## src/rtl/core/lct_pkg.sv

```systemverilog
package lct_pkg;

    localparam int MAX_DIGITS = 19;
    localparam int NUM_BITS   = 63;
    localparam int NUM_CELLS  = 19;
    localparam int CNT_W      = $clog2(NUM_BITS);
    localparam int COUNT_W    = 5;
    localparam int TYPE_W     = 2;

    localparam logic [TYPE_W-1:0] TYPE_INVALID = 2'd0;
    localparam logic [TYPE_W-1:0] TYPE_VISA    = 2'd1;
    localparam logic [TYPE_W-1:0] TYPE_AMEX    = 2'd2;
    localparam logic [TYPE_W-1:0] TYPE_MASTER  = 2'd3;

    typedef logic [3:0] t_digit;

    typedef struct packed {
        logic clr;
        logic conv;
        logic shift;
    } t_cell_ctl;

    typedef struct packed {
        logic               clr;
        logic               en;
        logic [COUNT_W-1:0] pos;
    } t_acc_ctl;

    typedef struct packed {
        logic [COUNT_W-1:0] digit_count;
        logic               luhn_ok;
        logic [TYPE_W-1:0]  brand;
    } t_result;

    // Luhn doubled digit: 2d, minus 9 when it has two decimal digits
    function automatic t_digit dbl_digit(input t_digit d);
        logic [4:0] p;
        begin
            p = {d, 1'b0};
            if (p >= 5'd10) begin
                p = p - 5'd9;
            end
            return p[3:0];
        end
    endfunction

    function automatic logic [TYPE_W-1:0] classify(
        input logic [COUNT_W-1:0] count,
        input t_digit             lead,
        input t_digit             next
    );
        logic [TYPE_W-1:0] t;
        begin
            t = TYPE_INVALID;
            if ((count == 5'd13 || count == 5'd16) && lead == 4'd4) begin
                t = TYPE_VISA;
            end else if (count == 5'd15 && lead == 4'd3 && (next == 4'd4 || next == 4'd7)) begin
                t = TYPE_AMEX;
            end else if (count == 5'd16 && lead == 4'd5 && next >= 4'd1 && next <= 4'd5) begin
                t = TYPE_MASTER;
            end
            return t;
        end
    endfunction

endpackage

```

## src/rtl/core/lct_cell.sv

```systemverilog
module lct_cell (
    input  logic              i_clk,
    input  lct_pkg::t_cell_ctl i_ctl,
    input  logic              i_carry,
    input  lct_pkg::t_digit   i_upper,
    output logic              o_carry,
    output lct_pkg::t_digit   o_digit
);

    lct_pkg::t_digit r_digit;
    lct_pkg::t_digit n_digit;
    lct_pkg::t_digit adj;

    // add-3 correction before each shift
    always_comb begin
        adj = (r_digit >= 4'd5) ? r_digit + 4'd3 : r_digit;
        n_digit = r_digit;
        if (i_ctl.clr) begin
            n_digit = '0;
        end else if (i_ctl.conv) begin
            n_digit = {adj[2:0], i_carry};
        end else if (i_ctl.shift) begin
            n_digit = i_upper;
        end
    end

    always_ff @(posedge i_clk) begin
        r_digit <= n_digit;
    end

    assign o_carry = adj[3];
    assign o_digit = r_digit;

endmodule

```

## src/rtl/core/lct_acc.sv

```systemverilog
module lct_acc (
    input  logic              i_clk,
    input  lct_pkg::t_acc_ctl i_ctl,
    input  lct_pkg::t_digit   i_digit,
    output lct_pkg::t_result  o_result
);

    lct_pkg::t_digit                 r_sum;
    lct_pkg::t_digit                 r_lead;
    lct_pkg::t_digit                 r_next;
    lct_pkg::t_digit                 r_prev;
    logic [lct_pkg::COUNT_W-1:0]     r_count;

    lct_pkg::t_digit                 n_sum;
    lct_pkg::t_digit                 n_lead;
    lct_pkg::t_digit                 n_next;
    lct_pkg::t_digit                 n_prev;
    logic [lct_pkg::COUNT_W-1:0]     n_count;

    lct_pkg::t_digit                 val;
    logic [4:0]                      sum_raw;
    logic                            too_long;

    always_comb begin
        val     = i_ctl.pos[0] ? lct_pkg::dbl_digit(i_digit) : i_digit;
        sum_raw = {1'b0, r_sum} + {1'b0, val};
        if (sum_raw >= 5'd10) begin
            sum_raw = sum_raw - 5'd10;
        end

        n_sum   = r_sum;
        n_lead  = r_lead;
        n_next  = r_next;
        n_prev  = r_prev;
        n_count = r_count;
        if (i_ctl.clr) begin
            n_sum   = '0;
            n_lead  = '0;
            n_next  = '0;
            n_prev  = '0;
            n_count = 5'd1;
        end else if (i_ctl.en) begin
            n_sum  = sum_raw[3:0];
            n_prev = i_digit;
            if (i_digit != 4'd0) begin
                n_count = i_ctl.pos + 5'd1;
                n_lead  = i_digit;
                n_next  = r_prev;
            end
        end
    end

    always_ff @(posedge i_clk) begin
        r_sum   <= n_sum;
        r_lead  <= n_lead;
        r_next  <= n_next;
        r_prev  <= n_prev;
        r_count <= n_count;
    end

    always_comb begin
        too_long = (r_count > lct_pkg::COUNT_W'(lct_pkg::MAX_DIGITS));
        if (too_long) begin
            o_result.digit_count = lct_pkg::COUNT_W'(lct_pkg::MAX_DIGITS);
            o_result.luhn_ok     = 1'b0;
            o_result.brand       = lct_pkg::TYPE_INVALID;
        end else begin
            o_result.digit_count = r_count;
            o_result.luhn_ok     = (r_sum == 4'd0);
            o_result.brand       = (r_sum == 4'd0) ?
                lct_pkg::classify(r_count, r_lead, r_next) : lct_pkg::TYPE_INVALID;
        end
    end

endmodule

```

## src/rtl/core/luhn_card_type_check.sv

```systemverilog
// Luhn mod-10 check with card brand lookup. Each word on the slave stream is
// a card number in binary; one result word comes out per input word with the
// brand, the Luhn pass flag and the decimal digit count. After acceptance a
// number goes through bit-serial binary to decimal conversion in a row of 19
// digit cells, then its digits are shifted out of that row into the Luhn
// accumulator, then the output register is loaded. One number is in work at a
// time; the next is taken the cycle after the previous one has left the row,
// even while the previous result still waits in the output register. A finished
// number whose output register is still full waits in the row and holds the
// input off until the result word is taken.
module luhn_card_type_check (
    input  logic        i_clk,
    input  logic        i_rst_n,
    input  logic        i_s_axis_tvalid,
    output logic        o_s_axis_tready,
    input  logic [63:0] i_s_axis_tdata,   // [62:0] card_number
    output logic        o_m_axis_tvalid,
    input  logic        i_m_axis_tready,
    output logic [7:0]  o_m_axis_tdata    // [1:0] brand, [2] luhn_ok, [7:3] digit_count
);

    localparam logic [1:0] S_IDLE = 2'd0;
    localparam logic [1:0] S_CONV = 2'd1;
    localparam logic [1:0] S_SCAN = 2'd2;
    localparam logic [1:0] S_DONE = 2'd3;

    localparam int NC = lct_pkg::NUM_CELLS;

    logic [1:0]                      r_state;
    logic [1:0]                      n_state;
    logic [lct_pkg::CNT_W-1:0]       r_cnt;
    logic [lct_pkg::CNT_W-1:0]       n_cnt;
    logic [lct_pkg::NUM_BITS-1:0]    r_bits;
    logic [lct_pkg::NUM_BITS-1:0]    n_bits;
    logic                            r_out_valid;
    logic                            n_out_valid;
    lct_pkg::t_result                r_out;
    lct_pkg::t_result                n_out;

    logic                            in_acc;
    logic                            out_free;
    lct_pkg::t_cell_ctl              cell_ctl;
    lct_pkg::t_acc_ctl               acc_ctl;
    lct_pkg::t_result                acc_res;

    logic            carry [NC+1];
    lct_pkg::t_digit digit [NC+1];

    assign in_acc   = i_s_axis_tvalid && o_s_axis_tready;
    assign out_free = !r_out_valid || i_m_axis_tready;

    assign carry[0]  = r_bits[lct_pkg::NUM_BITS-1];
    assign digit[NC] = '0;

    for (genvar g = 0; g < NC; g++) begin : g_cell
        lct_cell u_cell (
            .i_clk   (i_clk),
            .i_ctl   (cell_ctl),
            .i_carry (carry[g]),
            .i_upper (digit[g+1]),
            .o_carry (carry[g+1]),
            .o_digit (digit[g])
        );
    end

    lct_acc u_acc (
        .i_clk    (i_clk),
        .i_ctl    (acc_ctl),
        .i_digit  (digit[0]),
        .o_result (acc_res)
    );

    always_comb begin
        cell_ctl.clr   = in_acc;
        cell_ctl.conv  = (r_state == S_CONV);
        cell_ctl.shift = (r_state == S_SCAN);
        acc_ctl.clr    = in_acc;
        acc_ctl.en     = (r_state == S_SCAN);
        acc_ctl.pos    = r_cnt[lct_pkg::COUNT_W-1:0];
    end

    always_comb begin
        n_state     = r_state;
        n_cnt       = r_cnt;
        n_bits      = r_bits;
        n_out_valid = r_out_valid;
        n_out       = r_out;
        if (r_out_valid && i_m_axis_tready) begin
            n_out_valid = 1'b0;
        end
        unique case (r_state)
            S_IDLE: begin
                if (in_acc) begin
                    n_bits  = i_s_axis_tdata[lct_pkg::NUM_BITS-1:0];
                    n_cnt   = '0;
                    n_state = S_CONV;
                end
            end
            S_CONV: begin
                n_bits = {r_bits[lct_pkg::NUM_BITS-2:0], 1'b0};
                if (r_cnt == lct_pkg::CNT_W'(lct_pkg::NUM_BITS - 1)) begin
                    n_cnt   = '0;
                    n_state = S_SCAN;
                end else begin
                    n_cnt = r_cnt + lct_pkg::CNT_W'(1);
                end
            end
            S_SCAN: begin
                if (r_cnt == lct_pkg::CNT_W'(NC - 1)) begin
                    n_state = S_DONE;
                end else begin
                    n_cnt = r_cnt + lct_pkg::CNT_W'(1);
                end
            end
            S_DONE: begin
                if (out_free) begin
                    n_out       = acc_res;
                    n_out_valid = 1'b1;
                    n_state     = S_IDLE;
                end
            end
            default: n_state = S_IDLE;
        endcase
    end

    always_ff @(posedge i_clk) begin
        if (!i_rst_n) begin
            r_state     <= S_IDLE;
            r_out_valid <= 1'b0;
            r_cnt       <= '0;
        end else begin
            r_state     <= n_state;
            r_out_valid <= n_out_valid;
            r_cnt       <= n_cnt;
        end
        r_bits <= n_bits;
        r_out  <= n_out;
    end

    assign o_s_axis_tready = (r_state == S_IDLE);
    assign o_m_axis_tvalid = r_out_valid;
    assign o_m_axis_tdata  = r_out;

    a_type_needs_ok: assert property (@(posedge i_clk) disable iff (!i_rst_n)
        (r_out_valid && r_out.brand != lct_pkg::TYPE_INVALID) |-> r_out.luhn_ok)
        else $error("brand reported without Luhn pass");

    a_count_range: assert property (@(posedge i_clk) disable iff (!i_rst_n)
        r_out_valid |-> (r_out.digit_count != 5'd0 &&
            r_out.digit_count <= lct_pkg::COUNT_W'(lct_pkg::MAX_DIGITS)))
        else $error("digit count out of range");

    a_accept_starts: assert property (@(posedge i_clk) disable iff (!i_rst_n)
        in_acc |=> (r_state == S_CONV && r_cnt == '0))
        else $error("accepted word did not start conversion");

    a_done_loads: assert property (@(posedge i_clk) disable iff (!i_rst_n)
        (r_state == S_DONE && out_free) |=> r_out_valid)
        else $error("finished result not loaded");

endmodule
```

## config.mk

```make
export PLATFORM = sky130hd
export DESIGN_NAME = luhn_card_type_check
export DESIGN_NICKNAME = d
export VERILOG_FILES = /design/src/rtl/core/lct_pkg.sv /design/src/rtl/core/lct_cell.sv /design/src/rtl/core/lct_acc.sv /design/src/rtl/core/luhn_card_type_check.sv
export SDC_FILE = /design/constraint.sdc
export NUM_CORES = 1
export LEC_CHECK = 0
export BUFFER_PORTS_ARGS = -buffer_cell sky130_fd_sc_hd__buf_2
export CORE_MARGIN = 2
export CORE_UTILIZATION = 29
export CTS_CLUSTER_DIAMETER = 120
export DETAILED_ROUTE_END_ITERATION = 10
export PLACE_DENSITY_LB_ADDON = 0.1
export REMOVE_ABC_BUFFERS = 1
export SYNTH_ARGS = -nofsm -noshare
export SYNTH_HDL_FRONTEND = slang
export SYNTH_SLANG_ARGS = --single-unit
export TNS_END_PERCENT = 30
```

## constraint.sdc

```tcl
create_clock -name i_clk -period 5.6 [get_ports i_clk]
set_input_delay 0 -clock i_clk [delete_from_list [all_inputs] [get_ports i_clk]]
set_output_delay 0 -clock i_clk [all_outputs]
set_load 0.02 [all_outputs]
```

# Word-level counts from Yosys, hierarchy flattened

Index checks and enable logic that the tools add are counted.

Register bits: 177
Bits of input ports: 68

$add $sub $neg: 24
Bitwise gates (word level): 1
Magnitude comparators: 24
Reduce and logical (&&, ||, !) cells: 25
Mux-type cells: 77
Eq/ne operators: 18

Operator list:

| cell                                                                                 | count |
|---|---|
| 4-bit two-way mux                                                                    | 59 |
| 63-bit one-hot mux with 2 select lines                                               | 1 |
| 4-bit by 3-bit greater-or-equal comparator with 1-bit output (second input constant) | 19 |
| 4-bit by 2-bit adder with 4-bit output (second input constant)                       | 18 |
| 63-bit two-way mux                                                                   | 1 |
| 6-bit two-way mux                                                                    | 3 |
| 6-bit one-hot mux with 3 select lines                                                | 1 |
| 4-bit by 3-bit equality test with 1-bit output (second input constant)               | 4 |
| 2-bit two-way mux                                                                    | 6 |
| 5-bit by 4-bit equality test with 1-bit output (second input constant)               | 2 |
| 5-bit by 4-bit greater-or-equal comparator with 1-bit output (second input constant) | 2 |
| 1-bit logical AND                                                                    | 8 |
| 2-bit one-hot mux with 4 select lines                                                | 1 |
| 4-bit subtractor (second input constant)                                             | 2 |
| 6-bit by 1-bit adder with 6-bit output (second input constant)                       | 1 |
| 6-bit by 5-bit equality test with 1-bit output (second input constant)               | 1 |
| 6-bit equality test (second input constant)                                          | 1 |
| 2-bit by 1-bit != test with 1-bit output (second input constant)                     | 3 |
| 2-bit AND reduction                                                                  | 3 |
| 4-bit by 4-bit adder with 5-bit output                                               | 1 |
| 5-bit by 1-bit adder with 5-bit output (second input constant)                       | 1 |
| 5-bit equality test (second input constant)                                          | 1 |
| 5-bit greater-than comparator (second input constant)                                | 1 |
| 2-bit equality test (second input constant)                                          | 2 |
| other kinds (20)                                                                     | 27 |

# Logic depth before layout (Yosys ltp)

Depth after elaboration: 7
Depth in mapped cells: 17
Gate-level depth less buffers: 16

# Hierarchy

Synthesis repeated with hierarchy kept, for this count alone.

Cell total of the unflattened synthesis: 1044
Area, all modules: 10201.0 um^2

By module, submodules not included:

| module               | area an instance (um^2) | cells each | instances |
|---|---|---|---|
| lct_cell             | 280.3                   | 35         | 19 |
| luhn_card_type_check | 3558.4                  | 221        | 1 |
| lct_acc              | 1317.5                  | 158        | 1 |

# Worst setup path before layout

OpenSTA, ideal clock, no wires.

Path type: register -> register
From: register r_state[0]
To: register r_cnt[0] (netlist bit)
Library setup time: 0.126 ns
Data required time: 5.474 ns
Cell stages (with the launch flop): 7
Path slack: -0.327 ns
Data arrival time: 5.801 ns
Clock period less this slack: 5.927 ns
Buffers on the path: 0
Cell sequence: dfxtp_1 > inv_1 > ha_1 > o21ai_0 > nand3_1 > nand2_1 > a21oi_1

Word-level cells in the longest chain between the ends: 4
Elaborated cells between the ends (all ways): 9
Those cells by class: 4 x eq/ne; 1 x mux; 4 x reduce/logical

Ends and longest elaborated chain:

| element                                            | RTL line                    | source |
|---|---|---|
| start: declaration                                 | luhn_card_type_check.sv:29  | `logic [1:0] r_state;` |
| start signal: assignment                           | luhn_card_type_check.sv:132 | `r_state <= n_state;` |
| 2-bit logical NOT *                                | luhn_card_type_check.sv:140 | `assign o_s_axis_tready = (r_state == S_IDLE);` |
| named net o_s_axis_tready                          | luhn_card_type_check.sv:15  | `output logic o_s_axis_tready,` |
| 1-bit logical AND                                  | luhn_card_type_check.sv:49  | `assign in_acc = i_s_axis_tvalid && o_s_axis_tready;` |
| 2-bit by 1-bit != test with 1-bit output (no line) | -                           |  |
| 3-bit AND reduction (no line)                      | -                           |  |
| end signal: assignment                             | luhn_card_type_check.sv:134 | `r_cnt <= n_cnt;` |
| end: declaration                                   | luhn_card_type_check.sv:31  | `logic [lct_pkg::CNT_W-1:0] r_cnt;` |

The timed path passes the listed nets; every way through them passes the cells marked *.
A chain may end at the register's enable or synchronous reset.

# Worst setup path after layout

From: register g_cell[0].u_cell.r_digit[1]
To: register u_acc.r_sum[1]

Word-level cells in the longest chain between the ends: 6
Elaborated cells between the ends (all ways): 8
Those cells by class: 3 x add/sub; 2 x order compare; 3 x mux

Ends and longest elaborated chain:

| element                                                                                          | RTL line                     | source |
|---|---|---|
| start: declaration                                                                               | lct_cell.sv:10               | `lct_pkg::t_digit r_digit;` |
| start signal: assignment                                                                         | lct_cell.sv:28               | `r_digit <= n_digit;` |
| 5-bit by 4-bit greater-or-equal comparator with 1-bit output or 4-bit subtractor (tied branches) | lct_pkg.sv:40, lct_pkg.sv:41 |  |
| 4-bit two-way mux                                                                                | lct_pkg.sv:40                | `if (p >= 5'd10) begin` |
| 4-bit two-way mux *                                                                              | lct_acc.sv:25                | `val = i_ctl.pos[0] ? lct_pkg::dbl_digit(i_digit) : i_digit;` |
| 4-bit by 4-bit adder with 5-bit output *                                                         | lct_acc.sv:26                | `sum_raw = {1'b0, r_sum} + {1'b0, val};` |
| 4-bit subtractor or 5-bit by 4-bit greater-or-equal comparator with 1-bit output (tied branches) | lct_acc.sv:28, lct_acc.sv:27 |  |
| 4-bit two-way mux *                                                                              | lct_acc.sv:27                | `if (sum_raw >= 5'd10) begin` |
| end signal: assignment                                                                           | lct_acc.sv:54                | `r_sum <= n_sum;` |
| end: declaration                                                                                 | lct_acc.sv:8                 | `lct_pkg::t_digit r_sum;` |

Mark *: on every way between the ends. The rest lies on a longest branch, timed or not.

==> qor.txt <==
Die area: 0.03490 mm²
GR Overflow Total: 0
Post-route design area: 0.01174 mm²
Worst Setup Start Kind: flop
Worst Max-Slew Pin Slew: 1.126 ns
Slew headroom: 24.91%
DRT Pass-1 Iters: 7
Synth warnings: 0
HP Class: in2reg
Via count: 7343
Residual DRC: 0
GRT busiest layer: met2
Setup TNS: 0 ns
# diodes: 0
Sw power: 2.687 mW
Vias in the first global route: 7461
DP Area: 0.01049 mm²
Sequential power share: 35.2%
Arrival @ worst endpoint: 3.74 ns
Unique cell type count in the Yosys netlist: 55
CTS Sinks: 177
Final Core Density: 35.89%
Max VDD drop: 0.4602 mV
Gp weighted congestion: 0.7112
R2R setup slack: 2.22 ns
Post-CTS Setup Bufs: 0
Die Height: 186.8 µm
TritonCTS clock tree: yes
RSZ-0062 raised after global routing: false
Max Cap Viol: 0
Final Skew: 0.01165 ns
Post-synthesis average cell area: 9.771 µm²
Mapped cell area: 0.009693 mm²
DR vias/cell: 4.710
Fmax: 295.9 MHz
Post-Route WL: 22570 µm
Critical Path Sink Type: flop
Switching share of total power: 41.39%
Row cnt: 66
Drt wl/cell: 14.48 µm
Area delta synth->final: 21.07%
Root buffer cell: clkbuf_16
Initial antenna violation count: 0
Post-synth EDFFs: 71
Largest net degree at the start of global routing: 93
Met1 Use GR: 17.70%
Top-level I/O count: 78
PortBufs: 76
Gate power share: 45.8%
Most used DFF post-synth: dfxtp_1
Max-slew violation count: 0
Final ANT Viol Nets: 0
Clk Latency, worst-skew pair: 0.44 ns
PwrDens: 553.3 mW/mm²
LEAKAGE: 4.287 nW
Worst EP required: 5.96 ns
Synth Instances: 992
Layout cell share with drive strength beyond 1: 17.10%
Synth Register Bits: 177
Clk buf depth: 2
Global-route wire length before repair: 38470 µm
Met2 Use GR: 22.59%
All-layer global routing usage: 13.34%
Fin crit period: 3.380 ns
DRT iter0 DRCs: 394
Layout net count: 1222
Core area: 0.03270 mm²
Crit-path max FO: 6
Register area share after synthesis: 43.89%
Final hold violation count: 0
Cell internal pwr: 3.806 mW
Status: completed
Post-detail-place hpwl: 14210 µm
Type of the worst setup path: reg2reg
Worst-path clk slew: 0.07 ns
Asr flop ratio synth: 0%
Die width: 186.8 µm
H-tree lvl count: 4
Final setup fails: 0
Starting Density: 29.64%
Total CTS buffers: 17
Crit share post-route: 60.35%
M3 GR Usage: 2.101%
Clk pwr share: 18.9%
[final timing paths]
kind	startpoint	to	depth (start not counted)
max	g_cell[0].u_cell.o_digit[1]	u_acc.r_sum[1]	15
min	i_rst_n	r_state[0]	3
max reg2reg	g_cell[0].u_cell.o_digit[1]	u_acc.r_sum[1]	15
min reg2reg	u_acc.r_next[3]	u_acc.r_next[3]	2
[worst max-delay path, cell delays in order (launching register included)]
cell,delay [ns]
dfxtp_1,0.45
inv_1,0.13
ha_1,0.19
nand2b_1,0.15
a21oi_2,0.25
xnor2_1,0.18
nand2_1,0.08
a21boi_1,0.17
fa_1,0.44
xnor2_1,0.16
inv_1,0.08
ha_1,0.21
o31a_1,0.20
o211ai_2,0.13
or3_1,0.32
a31oi_1,0.16
[final cells by class]
| cell class | instances | area (µm²) |
|---|---|---|
| Clock inverter | 14 | 138.9 |
| Timing Repair Buffer | 150 | 1101 |
| Inverter | 69 | 259.0 |
| Fill cell | 3410 | 20970 |
| Multi-Input combinational cell | 689 | 4979 |
| Sequential cell | 177 | 4254 |
| Tap cell | 442 | 553.0 |
| Clock buffer | 18 | 450.4 |
[routing by layer]
| layer | part of all wire [%] | routed length [µm] |
|---|---|---|
| met5 | 0 | 0 |
| met3 | 1.7 | 386 |
| met2 | 48 | 10820 |
| met4 | 0.99 | 224 |
| met1 | 49 | 11130 |
[stage by stage]
stage          cells  worst slack, ns  hold WS [ns]  total power [mW]
2_1_floorplan    935           -5.718        0.1312             4.638
3_3_place_gp    1461            2.290        0.2700             5.261
3_5_place_dp    1461            2.226        0.2717             5.299
4_1_cts         1559            2.213        0.3708             6.609
5_1_grt         1559            1.915        0.3789             7.082
6_report        1559            2.220        0.3948             6.494
[cell usage after synthesis, types with 6 or more instances]
| cell | n | area [µm²] |
|---|---|---|
| dfxtp_1 | 106 | 2122 |
| nor2_1 | 84 | 315.3 |
| edfxtp_1 | 71 | 2132 |
| inv_1 | 69 | 259.0 |
| a21oi_1 | 63 | 315.3 |
| mux2_2 | 63 | 709.4 |
| mux2i_1 | 60 | 600.6 |
| nand2_1 | 57 | 214.0 |
| ha_1 | 49 | 613.1 |
| nand3_1 | 46 | 230.2 |
| a211oi_1 | 41 | 307.8 |
| nand2b_1 | 38 | 237.7 |
| clkbuf_1 | 34 | 127.6 |
| o21ai_0 | 34 | 170.2 |
| xnor2_1 | 21 | 183.9 |
| buf_2 | 18 | 90.09 |
| o31ai_1 | 18 | 135.1 |
| a22oi_1 | 17 | 127.6 |
| o21a_1 | 17 | 127.6 |
| a311o_1 | 16 | 160.2 |
| nor2b_1 | 6 | 37.54 |
| nor3_1 | 6 | 30.03 |
[sequential cells by signal, summed over array words and instances, names as in the netlist]
| signal | flops |
|---|---|
| g_cell.u_cell.o_digit | 76 |
| o_m_axis_tvalid | 1 |
| r_bits | 63 |
| u_acc.r_sum | 4 |
| u_acc.r_prev | 4 |
| r_state | 2 |
| u_acc.r_lead | 4 |
| u_acc.r_count | 5 |
| u_acc.r_next | 4 |
| r_cnt | 6 |
| o_m_axis_tdata | 8 |
[power by group through the flow]
stage	registers, mW	clock network [mW]	logic [mW]
2_1_floorplan	2.23	0	2.41
3_3_place_gp	2.31	0	2.95
3_5_place_dp	2.32	0	2.98
4_1_cts	2.29	1.28	3.03
5_1_grt	2.36	1.32	3.40
6_report	2.29	1.23	2.98
[what timing repair did]
action,in CTS,in global routing
resized for setup,0,0
setup endpoints to repair,0,0
hold buffers,66,0
hold endpoints to repair,73,0
[cells by family after synthesis]
group	Yosys count	synth area share, %
flip-flops	177	43.89
multiplexers	123	13.51
XOR/XNOR	24	2.169
adder cells (fa/ha/maj)	50	6.532
buffers and inverters	126	5.150
AO/OA/AOI/OAI	229	15.71
AND/OR/NAND/NOR	263	13.04
[placed cells by master (no fill, tap or decap), drive strengths merged, types with 58 or more instances in the layout]
cell / count
buf: 84
dlygate4sd3: 66
inv: 77
nand2: 58
mux2: 63
mux2i: 60
nor2: 85
dfxtp: 106
a21oi: 64
edfxtp: 71
Note: power is estimated with default switching activity, not from simulation.
